<file path="config.mk">
export PLATFORM = sky130hd
export DESIGN_NAME = linear_interp_resampler_unit
export DESIGN_NICKNAME = d
export VERILOG_FILES = /design/src/hw/rtl/lir_pkg.sv /design/src/hw/rtl/linear_interp_resampler_unit.sv /design/src/hw/rtl/lir_front.sv /design/src/hw/rtl/lir_queue.sv /design/src/hw/rtl/lir_div.sv /design/src/hw/rtl/lir_back.sv
export SDC_FILE = /design/constraint.sdc
export NUM_CORES = 2
export LEC_CHECK = 0
export ABC_AREA = 1
export BUFFER_PORTS_ARGS = -buffer_cell sky130_fd_sc_hd__buf_4
export CAP_MARGIN = 20
export CORE_AREA = 8 8 307 383
export DETAILED_ROUTE_END_ITERATION = 16
export DIE_AREA = 0 0 315 391
export GPL_TIMING_DRIVEN = 0
export PLACE_DENSITY = 0.76
export SLEW_MARGIN = 30
export SYNTH_ARGS = -nofsm -noshare
export SYNTH_HDL_FRONTEND = slang
export SYNTH_SLANG_ARGS = --single-unit
</file>
<file path="constraint.sdc">
create_clock -name i_clk -period 16.1 [get_ports i_clk]
set_clock_uncertainty 0.2 [all_clocks]
set_input_delay 1.61 -clock i_clk [delete_from_list [all_inputs] [get_ports i_clk]]
set_output_delay 1.61 -clock i_clk [all_outputs]
set_load 0.02 [all_outputs]
</file>
<file path="src/hw/rtl/lir_pkg.sv">
// Shared types, widths and constants of the linear interpolation resampler.
// No dependencies; every other file of the block imports it.
package lir_pkg;

    localparam int SAMPLE_W    = 16;
    localparam int MAX_RESULTS = 16;
    localparam int RATE_W      = 19;
    localparam int GAP_W       = RATE_W + 1;
    localparam int ACC_W       = SAMPLE_W + RATE_W + 1;
    localparam int DIV_NW      = ACC_W;
    localparam int DIV_DW      = RATE_W + 1;
    localparam int DIV_CW      = $clog2(DIV_NW + 1);
    localparam int CNT_W       = $clog2(MAX_RESULTS + 1);
    localparam int IDX_W       = $clog2(MAX_RESULTS);
    localparam int Q_DEPTH     = 2;
    localparam int Q_AW        = $clog2(Q_DEPTH);
    localparam int Q_CW        = $clog2(Q_DEPTH + 1);
    localparam int ADDR_W      = 3;
    localparam int DATA_W      = 32;

    localparam logic [RATE_W-1:0] SRC_RESET = RATE_W'(48000);
    localparam logic [RATE_W-1:0] TGT_RESET = RATE_W'(16000);

    // register select, taken from paddr[2]
    localparam logic REG_SRC_SEL = 1'b0;
    localparam logic REG_TGT_SEL = 1'b1;

    typedef struct packed {
        logic signed [SAMPLE_W-1:0] sample;
        logic                       stream_end;
        logic                       has_prev;
    } t_item;

    typedef struct packed {
        logic              start;
        logic [DIV_NW-1:0] num;
        logic [DIV_DW-1:0] den;
    } t_div_req;

    typedef struct packed {
        logic              done;
        logic [DIV_NW-1:0] quo;
        logic [DIV_DW-1:0] rem;
    } t_div_rsp;

    // next output position lies at or before the inputs received
    function automatic logic f_released(input logic signed [GAP_W-1:0] gap,
                                        input logic [RATE_W-1:0] rem);
        return gap[GAP_W-1] || (gap == '0 && rem == '0);
    endfunction

endpackage

</file>
<file path="src/hw/rtl/linear_interp_resampler_unit.sv">
// Linear interpolation resampler, top level: APB rate registers, front end, queue,
// back end and shared divider. Depends on lir_pkg, lir_front, lir_queue, lir_div, lir_back.
// An input that yields no result passes S_IDLE, S_LOOP (S_END if it ends a stream) and S_OUT;
// each interpolated result takes two 36-step passes through the shared divider (value, then
// advance). Results leave one per cycle from the back end buffer while the output is ready.
// Synchronous active-low reset: rates to 48000 / 16000, stream position and queue cleared.
module linear_interp_resampler_unit (
    input  logic                                i_clk,
    input  logic                                i_rst_n,
    input  logic                                psel,
    input  logic                                penable,
    input  logic                                pwrite,
    input  logic [lir_pkg::ADDR_W-1:0]          paddr,
    input  logic [lir_pkg::DATA_W-1:0]          pwdata,
    output logic [lir_pkg::DATA_W-1:0]          prdata,
    output logic                                pready,
    input  logic                                i_in_valid,
    output logic                                o_in_ready,
    input  logic signed [lir_pkg::SAMPLE_W-1:0] i_sample_in,
    input  logic                                i_stream_end,
    output logic                                o_out_valid,
    input  logic                                i_out_ready,
    output logic signed [lir_pkg::SAMPLE_W-1:0] o_sample_out,
    output logic                                o_run_last,
    output logic                                o_stream_done,
    output logic                                o_overflow_dropped
);
    import lir_pkg::*;

    logic [RATE_W-1:0] r_src_rate;
    logic [RATE_W-1:0] r_tgt_rate;
    logic [RATE_W-1:0] w_src_eff;
    logic [RATE_W-1:0] w_tgt_eff;
    logic              w_cfg_wr;
    logic              w_push;
    logic              w_pop;
    logic              w_q_full;
    logic              w_q_valid;
    t_item             w_in_item;
    t_item             w_q_item;
    t_div_req          w_div_req;
    t_div_rsp          w_div_rsp;

    assign pready    = 1'b1;
    assign w_cfg_wr  = psel && penable && pwrite;
    assign w_src_eff = (r_src_rate == '0) ? RATE_W'(1) : r_src_rate;
    assign w_tgt_eff = (r_tgt_rate == '0) ? RATE_W'(1) : r_tgt_rate;

    always_ff @(posedge i_clk) begin
        if (!i_rst_n) begin
            r_src_rate <= SRC_RESET;
            r_tgt_rate <= TGT_RESET;
        end else if (w_cfg_wr) begin
            case (paddr[2])
                REG_SRC_SEL: r_src_rate <= pwdata[RATE_W-1:0];
                REG_TGT_SEL: r_tgt_rate <= pwdata[RATE_W-1:0];
                default:     r_src_rate <= r_src_rate;
            endcase
        end
    end

    always_comb begin
        case (paddr[2])
            REG_SRC_SEL: prdata = DATA_W'(r_src_rate);
            REG_TGT_SEL: prdata = DATA_W'(r_tgt_rate);
            default:     prdata = '0;
        endcase
    end

    lir_front u_front (
        .i_clk        (i_clk),
        .i_rst_n      (i_rst_n),
        .i_clr        (w_cfg_wr),
        .i_in_valid   (i_in_valid),
        .o_in_ready   (o_in_ready),
        .i_sample_in  (i_sample_in),
        .i_stream_end (i_stream_end),
        .i_q_full     (w_q_full),
        .o_push       (w_push),
        .o_item       (w_in_item)
    );

    lir_queue u_queue (
        .i_clk   (i_clk),
        .i_rst_n (i_rst_n),
        .i_push  (w_push),
        .i_item  (w_in_item),
        .o_full  (w_q_full),
        .o_valid (w_q_valid),
        .o_item  (w_q_item),
        .i_pop   (w_pop)
    );

    lir_div u_div (
        .i_clk   (i_clk),
        .i_rst_n (i_rst_n),
        .i_req   (w_div_req),
        .o_rsp   (w_div_rsp)
    );

    lir_back u_back (
        .i_clk              (i_clk),
        .i_rst_n            (i_rst_n),
        .i_clr              (w_cfg_wr),
        .i_src_rate         (w_src_eff),
        .i_tgt_rate         (w_tgt_eff),
        .i_q_valid          (w_q_valid),
        .i_q_item           (w_q_item),
        .o_q_pop            (w_pop),
        .o_div_req          (w_div_req),
        .i_div_rsp          (w_div_rsp),
        .o_out_valid        (o_out_valid),
        .i_out_ready        (i_out_ready),
        .o_sample_out       (o_sample_out),
        .o_run_last         (o_run_last),
        .o_stream_done      (o_stream_done),
        .o_overflow_dropped (o_overflow_dropped)
    );

endmodule

</file>
<file path="src/hw/rtl/lir_front.sv">
// Front end: accepts input transactions and tags each with its stream context.
// Depends on lir_pkg.
module lir_front (
    input  logic                           i_clk,
    input  logic                           i_rst_n,
    input  logic                           i_clr,
    input  logic                           i_in_valid,
    output logic                           o_in_ready,
    input  logic signed [lir_pkg::SAMPLE_W-1:0] i_sample_in,
    input  logic                           i_stream_end,
    input  logic                           i_q_full,
    output logic                           o_push,
    output lir_pkg::t_item                 o_item
);
    import lir_pkg::*;

    logic r_has_prev;

    assign o_in_ready = !i_q_full;
    assign o_push     = i_in_valid && !i_q_full;

    always_comb begin
        o_item.sample     = i_sample_in;
        o_item.stream_end = i_stream_end;
        o_item.has_prev   = r_has_prev;
    end

    always_ff @(posedge i_clk) begin
        if (!i_rst_n) begin
            r_has_prev <= 1'b0;
        end else if (i_clr) begin
            r_has_prev <= 1'b0;
        end else if (o_push) begin
            r_has_prev <= !i_stream_end;
        end
    end

endmodule

</file>
<file path="src/hw/rtl/lir_queue.sv">
// Small FIFO of tagged items between the front end and the back end.
// Depends on lir_pkg.
module lir_queue (
    input  logic           i_clk,
    input  logic           i_rst_n,
    input  logic           i_push,
    input  lir_pkg::t_item i_item,
    output logic           o_full,
    output logic           o_valid,
    output lir_pkg::t_item o_item,
    input  logic           i_pop
);
    import lir_pkg::*;

    t_item            r_mem [Q_DEPTH];
    logic [Q_AW-1:0]  r_wp;
    logic [Q_AW-1:0]  r_rp;
    logic [Q_CW-1:0]  r_cnt;

    assign o_full  = (r_cnt == Q_CW'(Q_DEPTH));
    assign o_valid = (r_cnt != '0);
    assign o_item  = r_mem[r_rp];

    always_ff @(posedge i_clk) begin
        if (i_push) begin
            r_mem[r_wp] <= i_item;
        end
    end

    always_ff @(posedge i_clk) begin
        if (!i_rst_n) begin
            r_wp  <= '0;
            r_rp  <= '0;
            r_cnt <= '0;
        end else begin
            if (i_push) begin
                r_wp <= r_wp + Q_AW'(1);
            end
            if (i_pop) begin
                r_rp <= r_rp + Q_AW'(1);
            end
            case ({i_push, i_pop})
                2'b10:   r_cnt <= r_cnt + Q_CW'(1);
                2'b01:   r_cnt <= r_cnt - Q_CW'(1);
                default: r_cnt <= r_cnt;
            endcase
        end
    end

endmodule

</file>
<file path="src/hw/rtl/lir_div.sv">
// Shared restoring divider, one quotient bit per cycle, unsigned.
// Depends on lir_pkg.
module lir_div (
    input  logic              i_clk,
    input  logic              i_rst_n,
    input  lir_pkg::t_div_req i_req,
    output lir_pkg::t_div_rsp o_rsp
);
    import lir_pkg::*;

    logic              r_busy;
    logic              r_done;
    logic [DIV_CW-1:0] r_cnt;
    logic [DIV_NW-1:0] r_quo;
    logic [DIV_DW-1:0] r_rem;
    logic [DIV_DW-1:0] r_den;
    logic [DIV_DW:0]   w_sh;
    logic [DIV_DW:0]   w_diff;
    logic              w_ge;

    assign w_sh   = {r_rem, r_quo[DIV_NW-1]};
    assign w_ge   = (w_sh >= {1'b0, r_den});
    assign w_diff = w_sh - {1'b0, r_den};

    assign o_rsp.done = r_done;
    assign o_rsp.quo  = r_quo;
    assign o_rsp.rem  = r_rem;

    always_ff @(posedge i_clk) begin
        if (i_req.start) begin
            r_quo <= i_req.num;
            r_rem <= '0;
            r_den <= i_req.den;
        end else if (r_busy) begin
            r_quo <= {r_quo[DIV_NW-2:0], w_ge};
            r_rem <= w_ge ? w_diff[DIV_DW-1:0] : w_sh[DIV_DW-1:0];
        end
    end

    always_ff @(posedge i_clk) begin
        if (!i_rst_n) begin
            r_busy <= 1'b0;
            r_done <= 1'b0;
            r_cnt  <= '0;
        end else begin
            r_done <= 1'b0;
            if (i_req.start) begin
                r_busy <= 1'b1;
                r_cnt  <= DIV_CW'(DIV_NW);
            end else if (r_busy) begin
                r_cnt <= r_cnt - DIV_CW'(1);
                if (r_cnt == DIV_CW'(1)) begin
                    r_busy <= 1'b0;
                    r_done <= 1'b1;
                end
            end
        end
    end

endmodule

</file>
<file path="src/hw/rtl/lir_back.sv">
// Back end: position tracking, interpolation, end-of-stream tail, result buffer
// and output register. Depends on lir_pkg and uses lir_div through its ports.
module lir_back (
    input  logic                                i_clk,
    input  logic                                i_rst_n,
    input  logic                                i_clr,
    input  logic [lir_pkg::RATE_W-1:0]          i_src_rate,
    input  logic [lir_pkg::RATE_W-1:0]          i_tgt_rate,
    input  logic                                i_q_valid,
    input  lir_pkg::t_item                      i_q_item,
    output logic                                o_q_pop,
    output lir_pkg::t_div_req                   o_div_req,
    input  lir_pkg::t_div_rsp                   i_div_rsp,
    output logic                                o_out_valid,
    input  logic                                i_out_ready,
    output logic signed [lir_pkg::SAMPLE_W-1:0] o_sample_out,
    output logic                                o_run_last,
    output logic                                o_stream_done,
    output logic                                o_overflow_dropped
);
    import lir_pkg::*;

    typedef enum logic [3:0] {
        S_IDLE, S_LOOP, S_SKIP, S_MUL1, S_MUL2, S_ABS, S_IDIV, S_ADV, S_END, S_OUT
    } t_state;

    localparam logic signed [GAP_W-1:0] GAP_ONE = GAP_W'(1);
    localparam logic signed [GAP_W-1:0] GAP_M1  = GAP_W'(-1);
    localparam logic signed [GAP_W-1:0] GAP_M2  = GAP_W'(-2);

    t_state                     r_state;
    t_item                      r_item;
    logic signed [SAMPLE_W-1:0] r_prev;
    logic signed [GAP_W-1:0]    r_gap;
    logic [RATE_W-1:0]          r_rem;
    logic                       r_pend_v;
    logic signed [SAMPLE_W-1:0] r_pend;
    logic [CNT_W-1:0]           r_cnt;
    logic [IDX_W-1:0]           r_idx;
    logic                       r_over;
    logic signed [ACC_W-1:0]    r_acc;
    logic                       r_neg;
    logic signed [SAMPLE_W-1:0] r_val;
    logic signed [SAMPLE_W-1:0] r_buf [MAX_RESULTS];
    logic                       r_div_start;
    logic [DIV_NW-1:0]          r_div_num;
    logic [DIV_DW-1:0]          r_div_den;
    logic                       r_out_valid;
    logic signed [SAMPLE_W-1:0] r_out_sample;
    logic                       r_out_last;
    logic                       r_out_done;
    logic                       r_out_over;

    logic signed [GAP_W-1:0]    w_gap_dec;
    logic signed [GAP_W-1:0]    w_gap_adv;
    logic [RATE_W-1:0]          w_rem_adv;
    logic [RATE_W-1:0]          w_skip_rem;
    logic [RATE_W-1:0]          w_tmr;
    logic [RATE_W:0]            w_sum;
    logic [ACC_W-1:0]           w_mag;
    logic [ACC_W-1:0]           w_inum;
    logic [SAMPLE_W:0]          w_q;
    logic [SAMPLE_W:0]          w_qs;
    logic                       w_loop;
    logic                       w_end_go;
    logic                       w_full;
    logic                       w_last;
    logic                       w_out_free;
    logic [IDX_W-1:0]           w_widx;

    assign w_gap_dec  = r_gap - GAP_ONE;
    assign w_gap_adv  = r_gap + $signed({1'b0, i_div_rsp.quo[RATE_W-1:0]});
    assign w_rem_adv  = i_div_rsp.rem[RATE_W-1:0];
    assign w_skip_rem = (i_div_rsp.rem == '0) ? '0 : i_src_rate - i_div_rsp.rem[RATE_W-1:0];
    assign w_tmr      = i_tgt_rate - r_rem;
    assign w_sum      = {1'b0, r_rem} + {1'b0, i_src_rate};
    assign w_mag      = r_acc[ACC_W-1] ? $unsigned(-r_acc) : $unsigned(r_acc);
    assign w_inum     = {w_mag[ACC_W-2:0], 1'b0} + ACC_W'(i_tgt_rate);
    assign w_q        = i_div_rsp.quo[SAMPLE_W:0];
    assign w_qs       = r_neg ? ((SAMPLE_W+1)'(0) - w_q) : w_q;
    assign w_loop     = r_item.has_prev && (r_gap == GAP_M2);
    assign w_end_go   = (r_gap == GAP_M1) && (w_sum <= {1'b0, i_tgt_rate});
    assign w_full     = (r_cnt == CNT_W'(MAX_RESULTS));
    assign w_last     = ((CNT_W'(r_idx) + CNT_W'(1)) == r_cnt);
    assign w_out_free = !r_out_valid || i_out_ready;
    assign w_widx     = r_cnt[IDX_W-1:0];

    assign o_q_pop = (r_state == S_IDLE) && i_q_valid && !i_clr;

    assign o_div_req.start = r_div_start;
    assign o_div_req.num   = r_div_num;
    assign o_div_req.den   = r_div_den;

    assign o_out_valid        = r_out_valid;
    assign o_sample_out       = r_out_sample;
    assign o_run_last         = r_out_last;
    assign o_stream_done      = r_out_done;
    assign o_overflow_dropped = r_out_over;

    always_ff @(posedge i_clk) begin
        if (!i_rst_n) begin
            r_state     <= S_IDLE;
            r_gap       <= '0;
            r_rem       <= '0;
            r_pend_v    <= 1'b0;
            r_prev      <= '0;
            r_cnt       <= '0;
            r_idx       <= '0;
            r_over      <= 1'b0;
            r_div_start <= 1'b0;
            r_out_valid <= 1'b0;
        end else begin
            r_div_start <= 1'b0;
            if (r_out_valid && i_out_ready) begin
                r_out_valid <= 1'b0;
            end
            if (i_clr) begin
                r_gap    <= '0;
                r_rem    <= '0;
                r_pend_v <= 1'b0;
                r_prev   <= '0;
            end else begin
                case (r_state)
                    S_IDLE: begin
                        if (i_q_valid) begin
                            r_item <= i_q_item;
                            r_gap  <= w_gap_dec;
                            r_cnt  <= '0;
                            r_idx  <= '0;
                            r_over <= 1'b0;
                            if (r_pend_v) begin
                                if (f_released(w_gap_dec, r_rem)) begin
                                    r_buf[0] <= r_pend;
                                    r_cnt    <= CNT_W'(1);
                                    r_pend_v <= 1'b0;
                                end else if (i_q_item.stream_end) begin
                                    r_pend_v <= 1'b0;
                                end
                            end
                            r_state <= S_LOOP;
                        end
                    end
                    S_LOOP: begin
                        if (w_loop) begin
                            if (w_full && (i_src_rate < i_tgt_rate)) begin
                                // all outputs left at this index are due: skip them
                                r_over      <= 1'b1;
                                r_div_start <= 1'b1;
                                r_div_num   <= DIV_NW'(w_tmr);
                                r_div_den   <= DIV_DW'(i_src_rate);
                                r_state     <= S_SKIP;
                            end else begin
                                r_state <= S_MUL1;
                            end
                        end else if (r_item.stream_end) begin
                            r_state <= S_END;
                        end else begin
                            r_prev  <= r_item.sample;
                            r_state <= S_OUT;
                        end
                    end
                    S_SKIP: begin
                        if (i_div_rsp.done) begin
                            r_rem   <= w_skip_rem;
                            r_gap   <= r_gap + GAP_ONE;
                            r_state <= S_LOOP;
                        end
                    end
                    S_MUL1: begin
                        r_acc   <= ACC_W'(r_prev) * ACC_W'($signed({1'b0, w_tmr}));
                        r_state <= S_MUL2;
                    end
                    S_MUL2: begin
                        r_acc   <= r_acc + ACC_W'($signed(r_item.sample)) *
                                           ACC_W'($signed({1'b0, r_rem}));
                        r_state <= S_ABS;
                    end
                    S_ABS: begin
                        r_neg       <= r_acc[ACC_W-1];
                        r_div_start <= 1'b1;
                        r_div_num   <= w_inum;
                        r_div_den   <= {i_tgt_rate, 1'b0};
                        r_state     <= S_IDIV;
                    end
                    S_IDIV: begin
                        if (i_div_rsp.done) begin
                            r_val       <= w_qs[SAMPLE_W-1:0];
                            r_div_start <= 1'b1;
                            r_div_num   <= DIV_NW'(i_src_rate) + DIV_NW'(r_rem);
                            r_div_den   <= {1'b0, i_tgt_rate};
                            r_state     <= S_ADV;
                        end
                    end
                    S_ADV: begin
                        if (i_div_rsp.done) begin
                            r_gap <= w_gap_adv;
                            r_rem <= w_rem_adv;
                            if (f_released(w_gap_adv, w_rem_adv)) begin
                                if (!w_full) begin
                                    r_buf[w_widx] <= r_val;
                                    r_cnt         <= r_cnt + CNT_W'(1);
                                end else begin
                                    r_over <= 1'b1;
                                end
                            end else if (!r_item.stream_end) begin
                                r_pend   <= r_val;
                                r_pend_v <= 1'b1;
                            end
                            r_state <= S_LOOP;
                        end
                    end
                    S_END: begin
                        if (w_end_go && !w_full) begin
                            // tail past the last pair repeats the final sample
                            r_buf[w_widx] <= r_item.sample;
                            r_cnt         <= r_cnt + CNT_W'(1);
                            if (w_sum == {1'b0, i_tgt_rate}) begin
                                r_gap <= '0;
                                r_rem <= '0;
                            end else begin
                                r_rem <= w_sum[RATE_W-1:0];
                            end
                        end else begin
                            if (w_end_go) begin
                                r_over <= 1'b1;
                            end
                            r_gap    <= '0;
                            r_rem    <= '0;
                            r_pend_v <= 1'b0;
                            r_prev   <= '0;
                            r_state  <= S_OUT;
                        end
                    end
                    S_OUT: begin
                        if (r_cnt == '0) begin
                            r_state <= S_IDLE;
                        end else if (w_out_free) begin
                            r_out_valid  <= 1'b1;
                            r_out_sample <= r_buf[r_idx];
                            r_out_last   <= w_last;
                            r_out_done   <= w_last && r_item.stream_end;
                            r_out_over   <= r_over;
                            if (w_last) begin
                                r_state <= S_IDLE;
                            end else begin
                                r_idx <= r_idx + IDX_W'(1);
                            end
                        end
                    end
                    default: begin
                        r_state <= S_IDLE;
                    end
                endcase
            end
        end
    end

endmodule
</file>
==> metrics <==
Unique masters post-synth 74; clk buf depth 3; Final Net Count a little under 8,000; slew margin rel. 26.2%; commonest non-fill, non-tap cells in the layout nand2_1 (1,279), inv_1 (1,168), nor2_1 (585); pin count of the biggest net entering global routing 46; post-synthesis cell count between 6,000 and 7,000; commonest non-fill, non-tap cell in the layout nand2_1; DP HPWL between 150,000 and 200,000 microns; run status finished, final reports clean; slowest stage cell, crit path clkbuf_1; Worst Path Max Fanout 9; GRT Overall Usage ~31%; Syn Area/Cell between 8 and 9 sq um; Die Width between 300 and 400 microns; die height 391 microns; number of synthesized flops with an enable pin 510; Critical Path RT between 15 and 20 ns; Pre-antenna DRT Iters 9; fillers between 10,000 and 15,000; clk slew on worst S/H paths about 0.060 ns; RSZ-0062 raised after global routing false; CTS tree built; Via density 5.81; type of origin of the critical path flop; Via Count 49,100; CTS Buf Count between 60 and 70; ANT nets after route 0; layout cells sized above 1 6.23%; Max Cap Violations 0; cell row count roughly 140; commonest register cell after synthesis edfxtp_1; Async SR Flop Fraction 0%; final period utilization 64.5%; Die ar. 0.123 sq mm; yosys warns 0; Final Util around 56%; Top-Level Pins about 110; Crit path largest cell delay between 0.7 and 0.8 ns; maximum clock frequency between 0.09 and 0.1 GHz; H-tree depth 3; starting density of the core around 52%; Synth-to-Final Area Change 9.28%; CP Class reg -> reg; post-CTS sizing 0; CP arrival around 11 ns; Port Buffers 82; Final Hold Violating Endpoints 0; Clock Sinks around 650; Yosys reg bits 654; RD Place Congestion approximately 1.0; initial antenna violation count 1; drt wl/cell around 23 microns; CTS root buffer clkbuf_16; CP most frequent cell nand2_1; gr ovfl total 0; Post-CTS Setup Bufs 0; hold_buf cts 0; sequential cell area fraction in the yosys report 31.6%; Least-Margin Pin Slew around 1.1 ns; Routed WL 195,000 microns; vias in the first global route between 40,000 and 50,000; final-report max-slew violation count 0; worst min path class reg -> reg; drt drc 0; Worst Setup End Kind flop; first-pass GRT wire length 292,000 microns; Clk Latency, worst-skew pair between 0.6 and 0.7 ns; Final min period approximately 10 ns; Core ar. roughly 0.11 sq mm; area of the mapped netlist ~0.058 sq mm; initial detailed-routing violation count 5,100; final setup fails 0
layer usage:
layer	track usage (%)	share of wire, %	vias to the layer above
met1	36.5	36	23700
met5	0	0	-
li1	-	-	22200
met3	4.98	8.0	651
met2	53.1	48	2479
met4	20.8	7.9	0
path summary, 6_finish.rpt:
check | start | to | slack (ns) | cells past startpoint
worst min-delay path | u_back.r_div_den[15]$_DFFE_PP_ | u_div.r_den[15]$_DFFE_PP_ | 0.22 | 0
worst max register to register | u_back.r_rem[5]$_SDFFE_PP0P_ | u_back.r_acc[33]$_DFFE_PP_ | 5.71 | 36
worst max-delay path | u_back.r_rem[5]$_SDFFE_PP0P_ | u_back.r_acc[33]$_DFFE_PP_ | 5.71 | 36
worst min register to register | u_back.r_div_den[15]$_DFFE_PP_ | u_div.r_den[15]$_DFFE_PP_ | 0.22 | 0
kinds of logic after synthesis:
group                      synth area share (%)
xor gates and xnor gates                   2.25
adders and majority gates                  26.8
DFF                                        31.6
AOI/OAI and AO/OA                          11.1
and+or+nand+nor                            17.0
muxes                                      1.13
buffers and inverters                      9.99
other                                    0.0131
metrics by stage:
step	setup TNS, ns	area [sq um]	std cells	worst slack (ns)	hold WS [ns]
after CTS	0	62800	8438	5.89	0.219
after global routing	0	62900	8438	5.28	0.222
final	0	62900	8439	5.71	0.219
after floorplan	0	57600	6745	4.33	0.200
after global placement	-15.56	60000	8286	-0.289	0.204
after detailed placement	0	60500	8316	5.90	0.205
synth_stat cells, types with 16 or more instances:
master / n / area share [%]
nand3_1: 215 / 1.9
dfxtp_1: 144 / 5.0
mux2i_1: 46 / 0.80
ha_1: 413 / 9.0
o21ai_1: 38 / 0.33
buf_2: 19 / 0.17
fa_1: 513 / 18
nor3_1: 62 / 0.54
o22ai_1: 26 / 0.28
nand4_1: 58 / 0.63
or2_2: 18 / 0.20
inv_1: 1168 / 7.6
buf_4: 18 / 0.23
edfxtp_1: 510 / 27
o21bai_1: 16 / 0.21
xor2_1: 97 / 1.5
a31oi_1: 31 / 0.34
mux2_2: 17 / 0.33
o221ai_1: 79 / 1.2
nand2_1: 1279 / 8.3
o211ai_1: 46 / 0.60
a21oi_1: 408 / 3.6
clkbuf_1: 240 / 1.6
inv_2: 22 / 0.14
nor4_1: 17 / 0.18
nor2_1: 604 / 3.9
xnor2_1: 37 / 0.56
nand2_2: 16 / 0.17
o21ai_0: 383 / 3.3
state kept, by name, indices dropped and copies added, names as in the netlist, 18 cells and up, named ones only:
name              flops
u_back.r_rem         19
u_back.r_buf        256
u_back.r_acc         36
u_div.r_den          20
u_back.r_div_num     36
u_queue.r_mem        36
u_div.r_quo          36
u_back.r_gap         20
u_back.r_div_den     20
u_div.r_rem          20
r_tgt_rate           19
r_src_rate           19
u_back.r_item        18
worst max-delay path: cells and delay by family (launching register included):
kind / cells / cell delay, ns
adders and majority gates: 8 / 4.03
buffers and inverters: 8 / 2.11
xor gates and xnor gates: 1 / 0.66
AOI/OAI and AO/OA: 7 / 1.09
DFF: 1 / 0.37
and+or+nand+nor: 12 / 1.65
layout make-up:
| class | instances | area [sq um] | area share, % |
|---|---|---|---|
| multi-input combinational | 4593 | 33800 | 53.8 |
| sequential | 654 | 18200 | 29.0 |
| inverter | 1205 | 4520 | 7.20 |
| tap | 1459 | 1830 | 2.90 |
| clock buffer | 78 | 1770 | 2.82 |
| buffer | 293 | 1230 | 1.96 |
| timing repair buffer | 112 | 908 | 1.45 |
| clock inverter | 44 | 571 | 0.908 |
| antenna | 1 | 2.50 | 0.00398 |
Power is not shown: default switching activity piles up to over one toggle a cycle in this logic, so the estimate is an artifact.
